<file path="src/rtl/vmbr_pkg.sv">
// Package of types, register offsets and identity constants for the virtio-mmio block registers.
package vmbr_pkg;

  typedef enum logic [1:0] {
    ACT_READ  = 2'd0,
    ACT_WRITE = 2'd1,
    ACT_DONE  = 2'd2
  } action_e;

  localparam int unsigned ActionW   = 2;
  localparam int unsigned OffsetW   = 12;
  localparam int unsigned SizeW     = 4;
  localparam int unsigned WordW     = 32;
  localparam int unsigned CapW      = 64;
  localparam int unsigned InDataW   = 48;
  localparam int unsigned OutDataW  = 40;

  localparam logic [WordW-1:0] ID_MAGIC      = 32'h7472_6976;
  localparam logic [WordW-1:0] ID_VENDOR     = 32'h4348_4950;
  localparam logic [WordW-1:0] ID_VERSION    = 32'd2;
  localparam logic [WordW-1:0] ID_DEVICE     = 32'd2;
  localparam logic [WordW-1:0] FEATURES_LOW  = 32'h0000_0240;
  localparam logic [WordW-1:0] FEATURES_HIGH = 32'd1;
  localparam logic [WordW-1:0] QUEUE_MAX     = 32'd256;
  localparam logic [WordW-1:0] SECTOR_BYTES  = 32'd512;

  localparam logic [OffsetW-1:0] OFF_MAGIC       = 12'h000;
  localparam logic [OffsetW-1:0] OFF_VERSION     = 12'h004;
  localparam logic [OffsetW-1:0] OFF_DEVICE_ID   = 12'h008;
  localparam logic [OffsetW-1:0] OFF_VENDOR      = 12'h00c;
  localparam logic [OffsetW-1:0] OFF_DEV_FEAT    = 12'h010;
  localparam logic [OffsetW-1:0] OFF_DEV_FEAT_SEL = 12'h014;
  localparam logic [OffsetW-1:0] OFF_DRV_FEAT    = 12'h020;
  localparam logic [OffsetW-1:0] OFF_DRV_FEAT_SEL = 12'h024;
  localparam logic [OffsetW-1:0] OFF_QUEUE_IDX   = 12'h030;
  localparam logic [OffsetW-1:0] OFF_QUEUE_MAX   = 12'h034;
  localparam logic [OffsetW-1:0] OFF_QUEUE_SIZE  = 12'h038;
  localparam logic [OffsetW-1:0] OFF_QUEUE_EN    = 12'h044;
  localparam logic [OffsetW-1:0] OFF_INT_STATUS  = 12'h060;
  localparam logic [OffsetW-1:0] OFF_INT_ACK     = 12'h064;
  localparam logic [OffsetW-1:0] OFF_STATUS      = 12'h070;
  localparam logic [OffsetW-1:0] OFF_DESC_LO     = 12'h080;
  localparam logic [OffsetW-1:0] OFF_DESC_HI     = 12'h084;
  localparam logic [OffsetW-1:0] OFF_AVAIL_LO    = 12'h090;
  localparam logic [OffsetW-1:0] OFF_AVAIL_HI    = 12'h094;
  localparam logic [OffsetW-1:0] OFF_USED_LO     = 12'h0a0;
  localparam logic [OffsetW-1:0] OFF_USED_HI     = 12'h0a4;
  localparam logic [OffsetW-1:0] OFF_CAP_LO      = 12'h100;
  localparam logic [OffsetW-1:0] OFF_CAP_HI      = 12'h104;
  localparam logic [OffsetW-1:0] OFF_BLK_SIZE    = 12'h114;

endpackage

</file>
<file path="src/rtl/virtio_mmio_block_registers_core.sv">
// Register file of a virtio-mmio block device with a stream request and response channel.
//
// Requests enter on the s_axis channel: tuser carries the action (read, write or
// queue completion), tdata the offset, access size and write data. Every request
// gives exactly one response on the m_axis channel: the read value (zero for
// anything but a read) and the interrupt pending flag after the request.
// The user must load the capacity register via cfg_we_i / cfg_wdata_i only while idle;
// the block does not enforce it. The response is valid in the cycle after acceptance.
// Throughput is one item per cycle unless the receiver stalls; a single response register bounds it.
// The request side stays ready while the response register is empty or is
// being taken in the same cycle; a stalled receiver holds the response and
// stops further requests until it is taken.
// Reset clears all run-time registers and the capacity, sets the queue size to
// its maximum and empties the response register. A status write of zero
// clears the run-time registers again; the capacity is kept.
module virtio_mmio_block_registers_core (
  input  logic        clk_i,
  input  logic        rst_ni,
  input  logic        cfg_we_i,
  input  logic [63:0] cfg_wdata_i,
  input  logic        s_axis_tvalid,
  output logic        s_axis_tready,
  input  logic [47:0] s_axis_tdata,  // offset[11:0], access_size[15:12], write_data[47:16]
  input  logic [1:0]  s_axis_tuser,  // action[1:0]
  output logic        m_axis_tvalid,
  input  logic        m_axis_tready,
  output logic [39:0] m_axis_tdata   // read_data[31:0], irq_pending[32], zero[39:33]
);

  localparam int unsigned W = vmbr_pkg::WordW;

  logic [W-1:0]                dev_sel_q, dev_sel_d;
  logic [W-1:0]                drv_sel_q, drv_sel_d;
  logic [W-1:0]                drv_feat_q [2];
  logic [W-1:0]                drv_feat_d [2];
  logic [W-1:0]                vq_idx_q, vq_idx_d;
  logic [W-1:0]                queue_size_q, queue_size_d;
  logic [W-1:0]                vq_en_q, vq_en_d;
  logic [vmbr_pkg::CapW-1:0]   desc_q, desc_d;
  logic [vmbr_pkg::CapW-1:0]   avail_q, avail_d;
  logic [vmbr_pkg::CapW-1:0]   used_q, used_d;
  logic [W-1:0]                status_q, status_d;
  logic [W-1:0]                int_q, int_d;
  logic [vmbr_pkg::CapW-1:0]   cap_q;
  logic [W-1:0]                rdata_q, rdata_d;
  logic                        irq_q;
  logic                        out_valid_q;

  logic                          accept;
  vmbr_pkg::action_e             action;
  logic [vmbr_pkg::OffsetW-1:0]  offset;
  logic [vmbr_pkg::SizeW-1:0]    access_size;
  logic [W-1:0]                  wdata;
  logic                          drv_idx;
  logic [W-1:0]                  raw;

  assign action      = vmbr_pkg::action_e'(s_axis_tuser);
  assign offset      = s_axis_tdata[11:0];
  assign access_size = s_axis_tdata[15:12];
  assign wdata       = s_axis_tdata[47:16];

  assign s_axis_tready = !out_valid_q || m_axis_tready;
  assign accept        = s_axis_tvalid && s_axis_tready;
  assign drv_idx       = (|drv_sel_q[W-1:1]) | drv_sel_q[0];

  always_comb begin
    case (offset)
      vmbr_pkg::OFF_MAGIC:        raw = vmbr_pkg::ID_MAGIC;
      vmbr_pkg::OFF_VERSION:      raw = vmbr_pkg::ID_VERSION;
      vmbr_pkg::OFF_DEVICE_ID:    raw = vmbr_pkg::ID_DEVICE;
      vmbr_pkg::OFF_VENDOR:       raw = vmbr_pkg::ID_VENDOR;
      vmbr_pkg::OFF_DEV_FEAT: begin
        if (dev_sel_q == '0) begin
          raw = vmbr_pkg::FEATURES_LOW;
        end else if (dev_sel_q == W'(1)) begin
          raw = vmbr_pkg::FEATURES_HIGH;
        end else begin
          raw = '0;
        end
      end
      vmbr_pkg::OFF_DEV_FEAT_SEL: raw = dev_sel_q;
      vmbr_pkg::OFF_DRV_FEAT:     raw = drv_feat_q[drv_idx];
      vmbr_pkg::OFF_DRV_FEAT_SEL: raw = drv_sel_q;
      vmbr_pkg::OFF_QUEUE_IDX:    raw = vq_idx_q;
      vmbr_pkg::OFF_QUEUE_MAX:    raw = vmbr_pkg::QUEUE_MAX;
      vmbr_pkg::OFF_QUEUE_SIZE:   raw = queue_size_q;
      vmbr_pkg::OFF_QUEUE_EN:     raw = vq_en_q;
      vmbr_pkg::OFF_INT_STATUS:   raw = int_q;
      vmbr_pkg::OFF_STATUS:       raw = status_q;
      vmbr_pkg::OFF_CAP_LO:       raw = cap_q[W-1:0];
      vmbr_pkg::OFF_CAP_HI:       raw = cap_q[vmbr_pkg::CapW-1:W];
      vmbr_pkg::OFF_BLK_SIZE:     raw = vmbr_pkg::SECTOR_BYTES;
      default:                    raw = '0;
    endcase
  end

  always_comb begin
    rdata_d = '0;
    if (action == vmbr_pkg::ACT_READ) begin
      case (access_size)
        4'd1:    rdata_d = {24'd0, raw[7:0]};
        4'd2:    rdata_d = {16'd0, raw[15:0]};
        default: rdata_d = raw;
      endcase
    end
  end

  always_comb begin
    dev_sel_d     = dev_sel_q;
    drv_sel_d     = drv_sel_q;
    drv_feat_d    = drv_feat_q;
    vq_idx_d      = vq_idx_q;
    queue_size_d  = queue_size_q;
    vq_en_d       = vq_en_q;
    desc_d        = desc_q;
    avail_d       = avail_q;
    used_d        = used_q;
    status_d      = status_q;
    int_d         = int_q;
    if (action == vmbr_pkg::ACT_DONE) begin
      int_d = int_q | W'(1);
    end else if (action == vmbr_pkg::ACT_WRITE) begin
      case (offset)
        vmbr_pkg::OFF_DEV_FEAT_SEL: dev_sel_d = wdata;
        vmbr_pkg::OFF_DRV_FEAT:     drv_feat_d[drv_idx] = wdata;
        vmbr_pkg::OFF_DRV_FEAT_SEL: drv_sel_d = wdata;
        vmbr_pkg::OFF_QUEUE_IDX:    vq_idx_d = wdata;
        vmbr_pkg::OFF_QUEUE_SIZE:   queue_size_d = wdata;
        vmbr_pkg::OFF_QUEUE_EN:     vq_en_d = wdata;
        vmbr_pkg::OFF_INT_ACK:      int_d = int_q & ~wdata;
        vmbr_pkg::OFF_STATUS: begin
          if (wdata == '0) begin
            dev_sel_d     = '0;
            drv_sel_d     = '0;
            drv_feat_d[0] = '0;
            drv_feat_d[1] = '0;
            vq_idx_d      = '0;
            queue_size_d  = vmbr_pkg::QUEUE_MAX;
            vq_en_d       = '0;
            desc_d        = '0;
            avail_d       = '0;
            used_d        = '0;
            status_d      = '0;
            int_d         = '0;
          end else begin
            status_d = wdata;
          end
        end
        vmbr_pkg::OFF_DESC_LO:  desc_d[W-1:0] = wdata;
        vmbr_pkg::OFF_DESC_HI:  desc_d[vmbr_pkg::CapW-1:W] = wdata;
        vmbr_pkg::OFF_AVAIL_LO: avail_d[W-1:0] = wdata;
        vmbr_pkg::OFF_AVAIL_HI: avail_d[vmbr_pkg::CapW-1:W] = wdata;
        vmbr_pkg::OFF_USED_LO:  used_d[W-1:0] = wdata;
        vmbr_pkg::OFF_USED_HI:  used_d[vmbr_pkg::CapW-1:W] = wdata;
        default: ;
      endcase
    end
  end

  always_ff @(posedge clk_i or negedge rst_ni) begin
    if (!rst_ni) begin
      dev_sel_q     <= '0;
      drv_sel_q     <= '0;
      drv_feat_q[0] <= '0;
      drv_feat_q[1] <= '0;
      vq_idx_q      <= '0;
      queue_size_q  <= vmbr_pkg::QUEUE_MAX;
      vq_en_q       <= '0;
      desc_q        <= '0;
      avail_q       <= '0;
      used_q        <= '0;
      status_q      <= '0;
      int_q         <= '0;
      cap_q         <= '0;
      out_valid_q   <= 1'b0;
    end else begin
      if (cfg_we_i) begin
        cap_q <= cfg_wdata_i;
      end
      if (accept) begin
        dev_sel_q     <= dev_sel_d;
        drv_sel_q     <= drv_sel_d;
        drv_feat_q    <= drv_feat_d;
        vq_idx_q      <= vq_idx_d;
        queue_size_q  <= queue_size_d;
        vq_en_q       <= vq_en_d;
        desc_q        <= desc_d;
        avail_q       <= avail_d;
        used_q        <= used_d;
        status_q      <= status_d;
        int_q         <= int_d;
      end
      if (accept) begin
        out_valid_q <= 1'b1;
      end else if (m_axis_tready) begin
        out_valid_q <= 1'b0;
      end
    end
  end

  always_ff @(posedge clk_i) begin
    if (accept) begin
      rdata_q <= rdata_d;
      irq_q   <= |int_d;
    end
  end

  assign m_axis_tvalid = out_valid_q;
  assign m_axis_tdata  = {7'd0, irq_q, rdata_q};

  property p_irq_tracks_status;
    @(posedge clk_i) disable iff (!rst_ni)
      out_valid_q |-> (irq_q == (int_q != '0));
  endproperty
  a_irq_tracks_status: assert property (p_irq_tracks_status)
    else $error("irq flag disagrees with interrupt status");

  property p_nonread_zero;
    @(posedge clk_i) disable iff (!rst_ni)
      (accept && action != vmbr_pkg::ACT_READ) |=> (rdata_q == '0);
  endproperty
  a_nonread_zero: assert property (p_nonread_zero)
    else $error("non-read item returned nonzero data");

  property p_status_clear;
    @(posedge clk_i) disable iff (!rst_ni)
      (accept && action == vmbr_pkg::ACT_WRITE && offset == vmbr_pkg::OFF_STATUS
       && wdata == '0)
      |=> (status_q == '0 && int_q == '0 && queue_size_q == vmbr_pkg::QUEUE_MAX);
  endproperty
  a_status_clear: assert property (p_status_clear)
    else $error("status zero write did not clear run-time state");

  property p_ready_when_empty;
    @(posedge clk_i) disable iff (!rst_ni)
      !out_valid_q |-> s_axis_tready;
  endproperty
  a_ready_when_empty: assert property (p_ready_when_empty)
    else $error("request side stalled with empty response register");

endmodule
</file>
<file path="config.mk">
export PLATFORM = sky130hd
export DESIGN_NAME = virtio_mmio_block_registers_core
export DESIGN_NICKNAME = d
export VERILOG_FILES = /design/src/rtl/vmbr_pkg.sv /design/src/rtl/virtio_mmio_block_registers_core.sv
export SDC_FILE = /design/constraint.sdc
export NUM_CORES = 1
export LEC_CHECK = 0
export BUFFER_PORTS_ARGS = -buffer_cell sky130_fd_sc_hd__buf_2
export CELL_PAD_IN_SITES_DETAIL_PLACEMENT = 0
export CELL_PAD_IN_SITES_GLOBAL_PLACEMENT = 1
export CORE_MARGIN = 2
export CORE_UTILIZATION = 35
export DETAILED_ROUTE_END_ITERATION = 7
export PLACE_DENSITY_LB_ADDON = 0.1
export SYNTH_ARGS = -nofsm -noshare
export SYNTH_HDL_FRONTEND = slang
export SYNTH_SLANG_ARGS = --single-unit
</file>
<file path="constraint.sdc">
create_clock -name clk_i -period 2.6 [get_ports clk_i]
set_clock_uncertainty 0.15 [all_clocks]
set_input_delay 0.39 -clock clk_i [delete_from_list [all_inputs] [get_ports clk_i]]
set_output_delay 0.39 -clock clk_i [all_outputs]
set_load 0.05 [all_outputs]
</file>
* Yosys cells after proc, flatten, opt, wreduce, memory -nomap -nowiden
Index checks and enable logic that the tools add are counted.
Widths: inputs -> output; s select.
** Cells by class
- Eq/ne operators :: 23
- Reductions and logical operators :: 25
- $lt $le $gt $ge :: 2
- Mux-type cells :: 26
- Bitwise operators :: 5
** Operators with widths (count)
- $pmux 32 s16 :: 1
- $pmux 32 s2 :: 7
- $mux 32 :: 10
- $pmux 64 s2 :: 1
- $bwmux 64 :: 1
- $logic_not 32->1 :: 2
- $mux 64 :: 1
- $eq 12x6->1 const B :: 5
- $eq 12x7->1 const B :: 4
- $eq 12x9->1 const B :: 3
- $and 32x32->32 :: 1
- $demux 32 s1 :: 1
- $eq 32x1->1 const B :: 1
- $not 32->32 :: 1
- $reduce_or 32->1 :: 1
- $reduce_or 31->1 :: 1
- $reduce_and 5->1 :: 6
- $eq 12x4->1 const B :: 2
- $eq 12x5->1 const B :: 2
- $reduce_bool 2->1 :: 7
- $eq 12x3->1 const B :: 1
- $logic_not 12->1 :: 1
- $mux 10 :: 1
- $eq 4x1->1 const B :: 1
- other kinds (16) :: 19
** Storage, ports and cells
- Output and inout bits :: 42
- Logic and storage cells :: 94
- Bits in registers :: 386
- Input bits :: 119

* Longest topological paths before layout
Gate-level depths: netlist (run 1).
- Depth in word-level cells :: 9
- Depth in mapped cells :: 10
- Depth with buffers taken out :: 6

* Worst setup path before layout (run 1)
OpenSTA, ideal clock, no wires.
- Kind :: register to register
- Start point :: reg out_valid_q, in the netlist m_axis_tvalid
- End point :: reg drv_feat_q[47] (netlist name)
- Setup slack :: -0.127 ns
- Required time :: 2.329 ns
- Cell stages (with the launch flop) :: 8
- Buffers on the path :: 1
- Clock period less this slack :: 2.727 ns
- Setup time :: 0.121 ns
- Arrival :: 2.456 ns
- Path through :: dfrtp_1 > nand2b_1 > nand2_1 > nor2_1 > and2_1 > o21ai_1 > clkbuf_1 > a22o_1
** Between the ends
- Longest elaborated chain between the ends :: 4
** Ends and longest elaborated chain
- start, declared :: RTL line virtio_mmio_block_registers_core.sv:47 : logic out_valid_q;
- start signal, assigned :: RTL line virtio_mmio_block_registers_core.sv:175 : out_valid_q <= 1'b0;
- start signal, assigned :: RTL line virtio_mmio_block_registers_core.sv:194 : out_valid_q <= 1'b1;
- start signal, assigned :: RTL line virtio_mmio_block_registers_core.sv:196 : out_valid_q <= 1'b0;
- $logic_not 1->1 :: RTL line virtio_mmio_block_registers_core.sv:62 : assign s_axis_tready = !out_valid_q || m_axis_tready;
- $logic_or 1x1->1 :: RTL line virtio_mmio_block_registers_core.sv:62
- net s_axis_tready :: RTL line virtio_mmio_block_registers_core.sv:22 : output logic s_axis_tready,
- $logic_and 1x1->1 :: RTL line virtio_mmio_block_registers_core.sv:63 : assign accept = s_axis_tvalid && s_axis_tready;
- $reduce_and 5->1 (no line)
- end signal, assigned :: RTL line virtio_mmio_block_registers_core.sv:183 : drv_feat_q <= drv_feat_d;
- end, declared :: RTL line virtio_mmio_block_registers_core.sv:34 : logic [W-1:0] drv_feat_q [2];
The timed path passes the listed nets, and every way through them passes these cells.
A chain may end at the register's enable or synchronous reset.

* Worst setup path after layout (run 1)
- Start point :: reg drv_sel_q[1]
- End point :: reg rdata_q[6], data pin
** Between the ends
- Longest elaborated chain between the ends :: 8
** Ends and longest elaborated chain
- start, declared :: RTL line virtio_mmio_block_registers_core.sv:33 : logic [W-1:0] drv_sel_q, drv_sel_d;
- start signal, assigned :: RTL line virtio_mmio_block_registers_core.sv:182 : drv_sel_q <= drv_sel_d;
- $reduce_or 31->1 :: RTL line virtio_mmio_block_registers_core.sv:64 : assign drv_idx = (|drv_sel_q[W-1:1]) | drv_sel_q[0];
- $or 1x1->1 :: RTL line virtio_mmio_block_registers_core.sv:64
- $not 1->2 (implied by the code) :: RTL line virtio_mmio_block_registers_core.sv:82 : vmbr_pkg::OFF_DRV_FEAT: raw = drv_feat_q[drv_idx];
- $mux 32 (implied by the code) (3 in a row) :: RTL line virtio_mmio_block_registers_core.sv:82
- $pmux 32 s16 :: RTL line virtio_mmio_block_registers_core.sv:67 : case (offset)
- $pmux 32 s2 :: RTL line virtio_mmio_block_registers_core.sv:100 : case (access_size)
- end signal, assigned :: RTL line virtio_mmio_block_registers_core.sv:203 : rdata_q <= rdata_d;
- end, declared :: RTL line virtio_mmio_block_registers_core.sv:45 : logic [W-1:0] rdata_q, rdata_d;
No other way between the ends. The select of a mux whose other input is x is not followed.

==> run summary, run 1 <==
Sum Neg Setup Slack: -1.57 ns
main flop type after synthesis: dfrtp_1
via/cell ratio: 5.49
Async SR Flop Fraction: 0.915
sequential share of the synthesized area: 0.561
Hold Vio Cnt, Final: 0
Die ar.: 51900 µm²
DR iter-0 viols: 1386
crit path time final: 2.73 ns
DP Cell Count: 2646
post-route setup slack: -0.133 ns
Final Non-Filler Cells: 2812
Crit. End Element: flop
Max Root-Sink Buffers: 3
largest net degree at the start of global routing: 69
number of port buffers: 153
status: finished with violations
fin crit share: 1.05
Pins Over Slew Limit: 0
Int Power: 0.0107 W
dpl hpwl: 52600 µm
Post-DRT Antenna Nets: 0
Critical Path Start Type: flop
mean area per synthesized cell: 10.6 µm²
Placer Congestion: 0.894
final setup fails: 19
Num CTS Buffers: 46
area delta synth->final: 38.5%
DRC: 0
first-pass GRT wire length: 105000 µm
hold crit path type: primary input to flop
Pre-antenna DRT Iters: 6
peak supply drop: 0.000390 V
Max Fclk: 366 MHz
layout net count: 2229
gr usage total: 0.271
clk_lat worst skew: 0.59 ns
via count: 15400
sequential share of power: 0.447
DRT Wirelength: 71400 µm
Mapped Area: 17500 µm²
average wire per standard cell: 25.4 µm
Synth area leader: dfrtp_1
clock slew at reported path FFs: 0.06 ns
failing checks: negative setup slack
Yosys cell types: 64
crit path DAT: 2.91 ns
Root Buffer: clkbuf_16
Max Fanout on Critical Path: 7
Initial Util: 0.356
FF/Latch Area: 9830 µm²
clock tree sinks: 386
area of the core: 49200 µm²
Die Y: 228 µm
CTS tree: built
area share of the largest cell type after synthesis: 0.503
combinational share of power: 0.074
die width: 228 µm
H-tree levels: 2
number of global-route vias before repair: 15200
Clk pwr share: 0.479
critical path type: flop to flop
Slew @ Worst Pin: 0.886 ns
initial antenna violation count: 1
Max-Cap Viols: 0
row count: 81
Synth Instances: 1654
Net Switching: 0.00340 W
slew margin rel.: 0.394
multi-input combinational cell area: 7680 µm²
WP data required: 2.77 ns
Fillers: 4484
GRT Residual Overflow: 0
Synth Register Bits: 386
Pwr Density: 581 nW/µm²
synth top area cells: dfrtp_1 (50%), mux2_2 (8.2%), nand2_1 (6.0%)
Ports: 161
Post-synth EDFFs: 33
Static Leak: 11.1 nW
Synth Warn #: 0
Sw Share: 0.241
unrepaired setup endpoints after global routing: yes
share of cells above drive strength 1: 0.342
## cells in the mapped netlist, drive strengths merged (2+ instances only)
master and instances:
a2111oi 10, a211oi 4, a21oi 39, a221oi 25, a222oi 16, a22o 80
a22oi 33, a31oi 20, a32o 2, and2 3, and3 2, and4 2
buf 37, clkbuf 78, dfrtp 352, edfxtp 33, inv 24, mux2 127
nand2 283, nand2b 16, nand3 31, nand3b 2, nand4 24, nand4b 6
nor2 89, nor2b 4, nor3 18, nor4 44, o2111ai 6, o211ai 6
o21a 13, o21ai 184, o22ai 13, o31a 2, or2 3, or3 4
or4 3, or4b 3
## per-layer routing
metal  share of wire  vias to the layer above  track usage
li1                -                     6997            -
met1            0.47                     7798        0.410
met2            0.43                      561        0.399
met3           0.067                       85       0.0450
met4           0.026                        0       0.0744
met5               0                        -            0
## power by group through the flow
stage	sequential [W]	combinational [W]	clock (W)
floorplan	0.00644	0.000297	0
global placement	0.00640	0.000943	0
global route	0.00630	0.00113	0.00713
CTS	0.00629	0.00105	0.00684
detailed placement	0.00641	0.000952	0
finish	0.00629	0.00105	0.00674
## area by class of cell
class                   count  area share
well taps                 664      0.0342
flip-flops and latches    386       0.405
inverters                  24     0.00371
repair buffers            517       0.175
clock buffers              72      0.0586
multi-input cells        1135       0.317
clock inverters            13     0.00624
diodes                      1    0.000103
## repair_timing
item                       4_1_cts  5_1_grt
hold endpoints to repair       122        0
buffers inserted                 4        4
hold buffers                    69        0
resized for setup               80       39
gates cloned                     1        3
setup endpoints to repair       96       97
pin swaps                       31       21
## cells by family (layout without fill, tap and decap cells)
family          Yosys count  after routing  synth area share
buf+inv                 139            626            0.0342
other cells               1              8          0.000214
simple gates            540            540             0.147
xor+xnor                  1              1          0.000500
flops                   386            386             0.561
compound gates          460            460             0.176
mux                     127            127            0.0816
## critical path, cell delays in order (launching register included)
cell	delay [ns]
dfrtp_1	0.40
nor4_2	0.30
buf_4	0.17
nand2_4	0.07
nor4_4	0.27
buf_6	0.16
buf_12	0.15
buf_4	0.13
mux2_4	0.31
a221oi_2	0.25
a21oi_2	0.09
## cells in the final DEF, fill, tap and decap left out, drive strengths merged, types with 8 or more instances in the layout
master,n
nand2,283
a2111oi,10
dfrtp,352
inv,26
buf,446
a21oi,39
nand4,24
a31oi,20
mux2,127
o22ai,13
a221oi,25
nor2,89
a222oi,16
clkbuf,74
nor4,44
o21a,13
edfxtp,33
a22o,80
nor3,18
o21ai,184
nand2b,16
nand3,31
clkinv,8
dlygate4sd3,69
a22oi,33
## per-stage QoR
stage	total power, W	setup slack (ns)	instance area (µm²)	util	hold WS (ns)
detailed placement	0.00736	-0.836	21300	0.434	0.298
global placement	0.00734	-0.904	21300	0.434	0.302
floorplan	0.00674	-0.00649	17500	-	-0.0556
global route	0.0146	-0.224	24300	0.493	0.0478
CTS	0.0142	-0.0844	24000	0.488	0.0272
finish	0.0141	-0.133	24300	0.494	0.0586
## registers in the layout (all words and copies together) (netlist names), 32 cells and up
signal / cells
cap_q: 64
dev_sel_q: 32
drv_feat_q: 64
drv_sel_q: 32
int_q: 32
queue_size_q: 32
rdata_q: 32
status_q: 32
vq_en_q: 32
vq_idx_q: 32
## path summary, 6_finish.rpt
kind	end	startpoint	slack, ns	depth (start not counted)
setup reg to reg	rdata_q[6]	drv_sel_q[1]	-0.13	10
setup / recovery	rdata_q[6]	drv_sel_q[1]	-0.13	10
max in group asynchronous	vq_idx_q[12]	rst_ni	1.21	3
hold / removal	drv_feat_q[44]	s_axis_tdata[28]	0.06	3
hold reg to reg	vq_idx_q[8]	vq_idx_q[8]	0.33	2
min in group asynchronous	queue_size_q[24]	rst_ni	0.29	2
Power figures use the tool's default switching activity.
==> run 2, diff against run 1 <==
--- a/config.mk
+++ b/config.mk
@@ -12,6 +12,7 @@
 export CORE_UTILIZATION = 35
 export DETAILED_ROUTE_END_ITERATION = 7
 export PLACE_DENSITY_LB_ADDON = 0.1
+export REMOVE_ABC_BUFFERS = 1
 export SYNTH_ARGS = -nofsm -noshare
 export SYNTH_HDL_FRONTEND = slang
 export SYNTH_SLANG_ARGS = --single-unit
==> run summary, run 2 (synthesis results as in run 1) <==
share of cells above drive strength 1: 0.339
Die ar.: 51900 µm²
area of the core: 49200 µm²
Slew @ Worst Pin: 0.857 ns
commonest non-fill, non-tap cell in the layout: dfrtp_1
combinational share of power: 0.077
post-route setup slack: -0.133 ns
WHS Path Cells: 3
row count: 81
clock tree sinks: 386
Max Fanout on Critical Path: 8
Sw Share: 0.247
reg2reg start: drv_sel_q[26]
via count: 15600
critical path launch point: drv_sel_q[26]
Critical Path Start Type: flop
DR iter-0 viols: 1367
crit path time final: 2.73 ns
WP data required: 2.91 ns
status: finished with violations
initial antenna violation count: 4
Pins Over Slew Limit: 0
CTS tree: built
clock slew at reported path FFs: 0.06 ns
Pre-antenna DRT Iters: 5
Static Leak: 11.1 nW
average wire per standard cell: 26.1 µm
first-pass GRT wire length: 107000 µm
Util after Layout: 0.494
Ports: 161
unrepaired setup endpoints after global routing: yes
Crit. End Element: flop
Initial Util: 0.356
worst r2r path cells: 11
crit path DAT: 3.04 ns
H-tree levels: 2
number of port buffers: 153
worst slack at placement: -0.437 ns
via/cell ratio: 5.51
Post-DRT Antenna Nets: 0
fin crit share: 1.05
critical path type: flop to flop
dpl hpwl: 53100 µm
sequential share of power: 0.467
Clk pwr share: 0.456
DRT Wirelength: 73800 µm
Pwr Density: 555 nW/µm²
DRC: 0
die width: 228 µm
GRT Residual Overflow: 0
peak supply drop: 0.000458 V
Max-Cap Viols: 0
Worst Hold End: int_q[0]
number of global-route vias before repair: 15700
layout net count: 2246
Die Y: 228 µm
largest net degree at the start of global routing: 61
n_diodes: 0
Max Fclk: 366 MHz
hold_sp: s_axis_tuser[1]
commonest non-fill, non-tap cells in the layout: dfrtp_1 (351), nand2_1 (271), buf_4 (253)
Net Switching: 0.00333 W
failing checks: negative setup slack
Hold Vio Cnt, Final: 0
r2r setup slk: -0.13 ns
final setup fails: 72
Max Root-Sink Buffers: 3
area delta synth->final: 38.7%
clk_lat worst skew: 0.59 ns
Largest regs: cap_q: 64 flops, drv_feat_q: 64 flops
Num CTS Buffers: 45
slew margin rel.: 0.414
reg2reg end: drv_feat_q[48]
hold crit path type: primary input to flop
Root Buffer: clkbuf_16
Placer Congestion: 0.911
Int Power: 0.0102 W
gr usage total: 0.279
## run 2: critical path, stage by stage, from the launching register on
cell	delay, ns
dfrtp_1	0.42
nor4_2	0.34
nand2_2	0.15
nor4_4	0.26
buf_4	0.17
buf_12	0.15
buf_4	0.12
buf_6	0.10
and2_4	0.14
o21ai_4	0.14
clkbuf_16	0.22
a22o_1	0.22
## run 2: area by class of cell
class                      instances  area, µm²
inverter                          24       90.1
clock buffer                      70       1300
timing repair buffer             535       4530
tap                              664        831
clock inverter                    13        101
fill                            4625      24900
multi-input combinational       1135       7620
sequential                       386       9830
## run 2: power by group through the flow
stage	clock (W)	combinational (W)	sequential (W)
4_1_cts	0.00629	0.00104	0.00630
6_report	0.00615	0.00104	0.00630
3_5_place_dp	0	0.000949	0.00641
5_1_grt	0.00654	0.00112	0.00631
2_1_floorplan	0	0.000259	0.00644
3_3_place_gp	0	0.000938	0.00641
## run 2: per-layer routing
metal,vias to the layer above,part of all wire,GRT usage
met5,-,0.00031,0
met4,4,0.035,0.0894
met3,136,0.075,0.0688
met2,582,0.45,0.429
met1,7836,0.44,0.388
li1,7031,-,-
## run 2: metrics by stage
step / TNS (ns) / hold WS [ns] / total power [W] / instance area (µm²) / std cells
4_1_cts: -1.93 / 0.00231 / 0.0136 / 23900 / 2812
3_3_place_gp: -48.26 / 0.201 / 0.00735 / 21500 / 2655
3_5_place_dp: -46.83 / 0.200 / 0.00736 / 21500 / 2655
2_1_floorplan: -430.18 / -0.0556 / 0.00670 / 17000 / 1545
5_1_grt: -11.36 / 0.00500 / 0.0140 / 24300 / 2827
6_report: -4.77 / 0.0329 / 0.0135 / 24300 / 2827
## run 2: worst max path at each step
| stage | endpoint | slack, ns | depth (start not counted) |
|---|---|---|---|
| floorplan | status_q[0] | -2.76 | 4 |
| global placement | rdata_q[16] | -0.51 | 7 |
| detailed placement | rdata_q[14] | -0.44 | 8 |
| CTS | rdata_q[6] | -0.12 | 9 |
| global route | drv_feat_q[42] | -0.20 | 12 |
| finish | drv_feat_q[48] | -0.13 | 11 |
## run 2: repair_timing
action	in CTS	in global routing
endpoints found under the setup margin	96	96
hold buffers	68	0
pin swaps	30	56
resized for setup	63	39
cloned	1	7
hold endpoints to repair	146	0
buffers inserted	6	11
